[src/rtl/vgc_pkg.sv]
`timescale 1ns / 1ps
`default_nettype none

package vgc_pkg;

	// Fixed field widths
	localparam int COORD_W = 32;
	localparam int LEAF_W  = 31;
	localparam int SUM_W   = 56;
	localparam int CNT_W   = 24;
	localparam int IDX_W   = 8;
	localparam int USED_W  = 9;
	localparam int STAT_W  = 3;
	localparam int REQ_W   = 2;

	// Stream payload widths (packed, padded to whole bytes)
	localparam int S_DATA_W = 104;
	localparam int M_DATA_W = 136;

	localparam logic [LEAF_W-1:0] LEAF_RESET = 31'd655;
	localparam logic [CNT_W-1:0]  COUNT_MAX  = 24'hFFFFFF;

	typedef enum logic [REQ_W-1:0] {
		REQ_INSERT = 2'd0,
		REQ_READ   = 2'd1,
		REQ_CLEAR  = 2'd2,
		REQ_NONE   = 2'd3
	} req_t;

	typedef enum logic [STAT_W-1:0] {
		ST_ADDED      = 3'd0,
		ST_TABLE_FULL = 3'd1,
		ST_KEY_RANGE  = 3'd2,
		ST_COUNT_FULL = 3'd3,
		ST_READ_OK    = 3'd4,
		ST_EMPTY      = 3'd5,
		ST_CLEARED    = 3'd6
	} status_t;

	typedef enum logic [1:0] {
		AX_X = 2'd0,
		AX_Y = 2'd1,
		AX_Z = 2'd2
	} axis_t;

	// Controller to datapath
	typedef struct packed {
		logic    in_load;
		logic    div_start;
		logic    div_cent;
		logic    res_store;
		logic    search_start;
		logic    search_run;
		logic    update;
		logic    rd_latch;
		logic    clear;
		logic    status_set;
		status_t status;
		axis_t   axis;
		logic    out_load;
	} cmd_t;

	// Datapath to controller
	typedef struct packed {
		logic div_done;
		logic key_bad;
		logic hit;
		logic miss;
		logic rd_ok;
		logic out_free;
	} stat_t;

endpackage

`default_nettype wire

[src/rtl/vgc_ctrl.sv]
`timescale 1ns / 1ps
`default_nettype none

module vgc_ctrl (
	input  wire logic           clk,
	input  wire logic           arst_n,
	input  wire logic           in_valid,
	input  wire vgc_pkg::req_t  in_req,
	output logic                in_ready,
	input  wire vgc_pkg::stat_t stat,
	output vgc_pkg::cmd_t       cmd
);

	typedef enum logic [3:0] {
		S_IDLE,
		S_KDIV,
		S_KWAIT,
		S_KCHK,
		S_SEARCH,
		S_UPDATE,
		S_RCHK,
		S_RLATCH,
		S_CDIV,
		S_CWAIT,
		S_CLEAR,
		S_DONE
	} state_t;

	state_t          state_q;
	vgc_pkg::axis_t  axis_q;

	assign in_ready = (state_q == S_IDLE);

	// Command decode
	always_comb begin
		cmd      = '0;
		cmd.axis = axis_q;
		case (state_q)
			S_IDLE:   cmd.in_load = in_valid;
			S_KDIV:   cmd.div_start = 1'b1;
			S_KWAIT:  cmd.res_store = stat.div_done;
			S_KCHK: begin
				if (stat.key_bad) begin
					cmd.status_set = 1'b1;
					cmd.status     = vgc_pkg::ST_KEY_RANGE;
				end else begin
					cmd.search_start = 1'b1;
				end
			end
			S_SEARCH: cmd.search_run = 1'b1;
			S_UPDATE: cmd.update = 1'b1;
			S_RCHK: begin
				if (!stat.rd_ok) begin
					cmd.status_set = 1'b1;
					cmd.status     = vgc_pkg::ST_EMPTY;
				end
			end
			S_RLATCH: cmd.rd_latch = 1'b1;
			S_CDIV: begin
				cmd.div_start = 1'b1;
				cmd.div_cent  = 1'b1;
			end
			S_CWAIT: begin
				cmd.div_cent  = 1'b1;
				cmd.res_store = stat.div_done;
				if (stat.div_done && axis_q == vgc_pkg::AX_Z) begin
					cmd.status_set = 1'b1;
					cmd.status     = vgc_pkg::ST_READ_OK;
				end
			end
			S_CLEAR: begin
				cmd.clear      = 1'b1;
				cmd.status_set = 1'b1;
				cmd.status     = vgc_pkg::ST_CLEARED;
			end
			S_DONE:   cmd.out_load = stat.out_free;
			default:  cmd = '0;
		endcase
	end

	// State register
	always_ff @(posedge clk or negedge arst_n) begin
		if (!arst_n) begin
			state_q <= S_IDLE;
			axis_q  <= vgc_pkg::AX_X;
		end else begin
			case (state_q)
				S_IDLE: begin
					axis_q <= vgc_pkg::AX_X;
					if (in_valid) begin
						case (in_req)
							vgc_pkg::REQ_INSERT: state_q <= S_KDIV;
							vgc_pkg::REQ_READ:   state_q <= S_RCHK;
							vgc_pkg::REQ_CLEAR:  state_q <= S_CLEAR;
							default:             state_q <= S_IDLE;
						endcase
					end
				end
				S_KDIV:   state_q <= S_KWAIT;
				S_KWAIT: begin
					if (stat.div_done) begin
						if (axis_q == vgc_pkg::AX_Z) begin
							state_q <= S_KCHK;
						end else begin
							axis_q  <= vgc_pkg::axis_t'(axis_q + 2'd1);
							state_q <= S_KDIV;
						end
					end
				end
				S_KCHK:   state_q <= stat.key_bad ? S_DONE : S_SEARCH;
				S_SEARCH: begin
					if (stat.hit || stat.miss) begin
						state_q <= S_UPDATE;
					end
				end
				S_UPDATE: state_q <= S_DONE;
				S_RCHK:   state_q <= stat.rd_ok ? S_RLATCH : S_DONE;
				S_RLATCH: state_q <= S_CDIV;
				S_CDIV:   state_q <= S_CWAIT;
				S_CWAIT: begin
					if (stat.div_done) begin
						if (axis_q == vgc_pkg::AX_Z) begin
							state_q <= S_DONE;
						end else begin
							axis_q  <= vgc_pkg::axis_t'(axis_q + 2'd1);
							state_q <= S_CDIV;
						end
					end
				end
				S_CLEAR:  state_q <= S_DONE;
				S_DONE: begin
					if (stat.out_free) begin
						state_q <= S_IDLE;
					end
				end
				default:  state_q <= S_IDLE;
			endcase
		end
	end

endmodule

`default_nettype wire

[config.mk]
export PLATFORM = sky130hd
export DESIGN_NAME = vgc_ctrl
export DESIGN_NICKNAME = d
export VERILOG_FILES = /design/src/rtl/vgc_pkg.sv /design/src/rtl/vgc_ctrl.sv
export SDC_FILE = /design/constraint.sdc
export NUM_CORES = 1
export LEC_CHECK = 0
export BUFFER_PORTS_ARGS = -buffer_cell sky130_fd_sc_hd__buf_4
export CELL_PAD_IN_SITES_DETAIL_PLACEMENT = 0
export CELL_PAD_IN_SITES_GLOBAL_PLACEMENT = 1
export CORE_MARGIN = 2
export CORE_UTILIZATION = 34
export CTS_CLUSTER_DIAMETER = 60
export DETAILED_ROUTE_END_ITERATION = 10
export MAX_ROUTING_LAYER = met4
export PLACE_DENSITY = 0.87
export SLEW_MARGIN = 20
export SYNTH_ARGS = -nofsm -noshare
export SYNTH_HDL_FRONTEND = slang
export SYNTH_SLANG_ARGS = --single-unit
[constraint.sdc]
create_clock -name clk -period 2.21 [get_ports clk]
set_clock_uncertainty 0.1 [all_clocks]
set_input_delay 0.1105 -clock clk [delete_from_list [all_inputs] [get_ports clk]]
set_output_delay 0.1105 -clock clk [all_outputs]
set_load 0.03 [all_outputs]
## Word level (Yosys, flattened, before mapping)

Cells that the tools add are included.

- Word-level logic and storage cells: 66
- Input bits: 11
- Bits in registers: 6

- Muxes and demuxes: 30
- Eq/ne operators: 21
- Add/sub/neg operators: 1
- Reductions and logical operators: 12

Operator list:

| kind | count |
|---|---|
| 4-bit one-hot mux with 11 select lines | 1 |
| 4-bit two-way mux | 10 |
| 4-bit by 3-bit == test with 1-bit output (second input constant) | 4 |
| 4-bit == test (second input constant) | 4 |
| 4-bit one-hot mux with 4 select lines | 1 |
| 2-bit != test (second input constant) | 6 |
| 4-bit one-hot mux with 3 select lines | 1 |
| 12-bit OR reduction | 1 |
| 1-bit two-way mux | 11 |
| 2-bit two-way mux | 5 |
| 4-bit by 2-bit == test with 1-bit output (second input constant) | 2 |
| 2-bit OR reduction | 4 |
| 5-bit AND reduction | 1 |
| 2-bit == test (second input constant) | 2 |
| 4-bit by 1-bit == test with 1-bit output (second input constant) | 1 |
| 4-bit zero test | 1 |
| 2-bit one-hot mux with 2 select lines | 1 |
| 3-bit AND reduction | 1 |
| 2-bit by 1-bit adder with 2-bit output (second input constant) | 1 |
| 2-bit by 1-bit == test with 1-bit output (second input constant) | 1 |
| 2-bit zero test | 1 |
| 2-bit by 1-bit != test with 1-bit output (second input constant) | 1 |
| 2-bit nonzero test | 1 |
| 1-bit logical AND | 1 |
| 1-bit logical OR | 1 |

## Longest topological paths before layout

- Depth after elaboration: 4
- Depth in mapped cells: 7
- Depth with buffers taken out: 6

## Worst setup path before layout

Ideal clock, no wire load.

- Kind: register to output
- From: reg state_q[3]
- To: out cmd[5] (netlist bit)
- Path buffers: 1
- Data arrival time: 1.762 ns
- Required time: 1.999 ns
- Stages on the path, launching flop included: 5
- Slack: 0.237 ns
- Cells stage by stage: dfrtp_1 buf_6 nand2b_2 nor3_1 nand2b_1

RTL lines:

| element | line | source |
|---|---|---|
| start: declaration | vgc_ctrl.sv:29 | `state_t state_q;` |
| start signal: assignment | vgc_ctrl.sv:110 | `S_KCHK: state_q <= stat.key_bad ? S_DONE : S_SEARCH;` |
| start signal: assignment | vgc_ctrl.sv:117 | `S_RCHK: state_q <= stat.rd_ok ? S_RLATCH : S_DONE;` |
| end: declaration | vgc_ctrl.sv:11 | `output vgc_pkg::cmd_t cmd` |

==> metrics.yaml <==
outcome: "finished, final reports clean"
pwr-share-seq_pct: 18.0
r2r-end: "axis_q[1]"
drv_slew: 0
area_delta_synth_final_pct: 31.3
fillers: 221
initial_core_util_pct: 35.4
fmax_mhz: 495
drtAntennaViolNets: 0
pwr_density_cell_nw_per_um2: 1340
crit_path_max_incr_delay_ns: 0.75
rrSetupSlack_ns: 0.30
grt-ovfl-total: 0
drt-total-wl_microns: 2010
synth_top_family_by_area: "simple AND/OR/NAND/NOR gates"
min_path_type: "in2reg"
io_pins: 28
layout.cells.non_filler: 157
dieArea_sq_um: 2680
drv_cap: 0
grt_setup_unrepaired: "false"
htree_levels: 1
antenna_found_initial: 0
cp_data_arrival_time_ns: 1.81
switching_power_uw: 711
worstSetupEndpointType: "primary output"
hp-start: "stat[3]"
synth_edf_count: 0
synth_common_cells: "nor2_1 (11), nand2_1 (8), buf_2 (7), nor3_1 (7)"
cts_max_path_buffers: 2
cts_buffers: 3
p_comb_share_pct: 74.1
synthXorXnorAreaFrac_pct: 2.26
post_cts_buffers: 0
yosys.cell_count.top_type: "nor2_1"
vias_per_cell: 5.26
hold_path_depth: 4
timing.setup.tns_ns: 0
pwr-share-clk_pct: 7.8
antenna_cells: 0
path_max_fanout: 21
grt.total_usage_pct: 16.7
drive_gt1_share_pct: 31.8
syn-num-nets: 119
synth.distinct_cells: 45
grt_pass1_wl_microns: 3240
final-setup-viol-count: 0
hold_slack_ns: 0.0556
num_vias: 826
portBuffers: 27
async_reset_ff_share_pct: 100
worst_pin_slew_ns: 0.640
synthMuxAreaShare_pct: 4.52
fin_crit_sh_pct: 91.4
syn_area_sq_um: 774
grt_max_degree: 22
place_inst: 153
grt_pass1_vias: 741
die_w_microns: 51.7
synth_top_area_share_pct: 19.4
cts.sinks: 6
synth-simple-area-share_pct: 33.1
core_sq_um: 2190
finalHoldViolations: 0
irDropWorstVdd_mv: 0.520
synthCells: 104
gp_congestion: 0.796
critPathSlowestCell: "dfrtp_1"
synthFlopType: "dfrtp_1"
core.rowCount: 17
placed_area_sq_um: 985
cts_tree: "built"
fin_crit_ns: 2.02
ys_ff_latch: 6
intPower_uw: 652
nNetsFinal: 146
whs_endpoint: "state_q[2]"
start_kind: "flop"
worstRegToRegCells: 4
cts-root-buf: "clkbuf_4"
synthAdderAreaFrac_pct: 6.46
cp.required_ns: 2.00
cp_cell_sequence: "and3b_1 > o21ai_0 > nand2_1 > buf_4"
finalPower_uw: 1360
path_class: "reg2out"
clk_latency_ns: 0.25
final_area_sq_um: 1020
avgRoutedWirePerCell_microns: 12.8
firstDrtPassIters: 4
path_clk_slew_ns: 0.05
reg2reg_from: "state_q[1]"
first_iter_violations: 20
ys_warn_count: 0
p_leak_uw: 0.000511
synth_area_leaders: "dfrtp_1 (19%), ha_1 (6.5%), nor2_1 (5.3%)"
max_slew_margin_pct: 57.3
ys_seq_area_share_pct: 19.4
die_h_microns: 51.7
yosys.area.top_type: "dfrtp_1"
syn_avg_cell_area_sq_um: 7.45
synth_compound_area_share_pct: 24.9
p_sw_share_pct: 52.1
hpwlAfterDp_microns: 1530
remaining_drc_errors: 0
-- metal layers --
layer | track usage, % | vias up | wire [microns]
met5 | - | - | 0
met4 | 10.1 | 0 | 29
met3 | 1.72 | 4 | 92
met2 | 25.6 | 26 | 940
met1 | 21.3 | 370 | 949
li1 | - | 426 | -
-- per-stage QoR --
step | util (%) | worst slack [ns]
2_1_floorplan | - | 0.237
3_3_place_gp | 44.9 | 0.347
3_5_place_dp | 44.9 | 0.300
4_1_cts | 46.4 | 0.208
5_1_grt | 46.4 | 0.109
6_report | 46.4 | 0.190
-- critical path: cells and delay by family, from the launching register on --
| family | cells | cell delay (ns) |
|---|---|---|
| DFF | 1 | 0.75 |
| and+or+nand+nor | 2 | 0.34 |
| AOI/OAI and AO/OA | 1 | 0.29 |
| buffers and inverters | 1 | 0.18 |
-- final cells by class --
class / instances / area [sq um] / area share [%]
multi-input combinational: 83 / 552 / 54.2
timing repair buffer: 31 / 235 / 23.1
sequential: 6 / 150 / 14.8
inverter: 6 / 22.5 / 2.21
clock buffer: 3 / 22.5 / 2.21
tap: 28 / 35.0 / 3.44
-- what timing repair did --
item                                   in CTS  in global routing
resized for setup                           0                  0
hold buffers                                1                  0
endpoints found under the hold margin       6                  0
-- flip-flops by register name, summed over array words and instances, names as in the netlist --
signal	cells
state_q	4
axis_q	2
-- placed cells by master (no fill, tap or decap), types with 3 or more instances in the layout --
| cell | n |
|---|---|
| inv_1 | 6 |
| nand2b_1 | 3 |
| o21ai_0 | 4 |
| buf_4 | 30 |
| a21oi_1 | 5 |
| nor3_1 | 7 |
| dfrtp_1 | 6 |
| nor2_1 | 11 |
| clkbuf_4 | 3 |
| ha_1 | 4 |
| nand2_1 | 8 |
-- power by group through the flow --
stage / logic (uW) / registers [uW] / clock network [uW]
after floorplan: 833 / 169 / 0
after global placement: 994 / 244 / 0
after detailed placement: 1000 / 248 / 0
after CTS: 1010 / 246 / 110
after global routing: 1090 / 258 / 117
final: 1010 / 246 / 107
-- cells by family after synthesis --
logic type / count (synthesis)
simple gates: 47
compound gates: 27
buf+inv: 15
flops: 6
fa+ha+maj: 4
mux: 3
xor+xnor: 2
-- how the worst max path moves through the flow --
stage	start	end	slack, ns	depth (start not counted)
2_1_floorplan	state_q[3]	cmd[5]	0.24	4
3_3_place_gp	state_q[1]	axis_q[0]	0.35	4
3_5_place_dp	state_q[1]	axis_q[1]	0.30	4
4_1_cts	state_q[2]	cmd[6]	0.21	4
5_1_grt	state_q[2]	cmd[6]	0.11	4
6_report	state_q[2]	cmd[6]	0.19	4
Note: power is estimated with default switching activity, not from simulation.
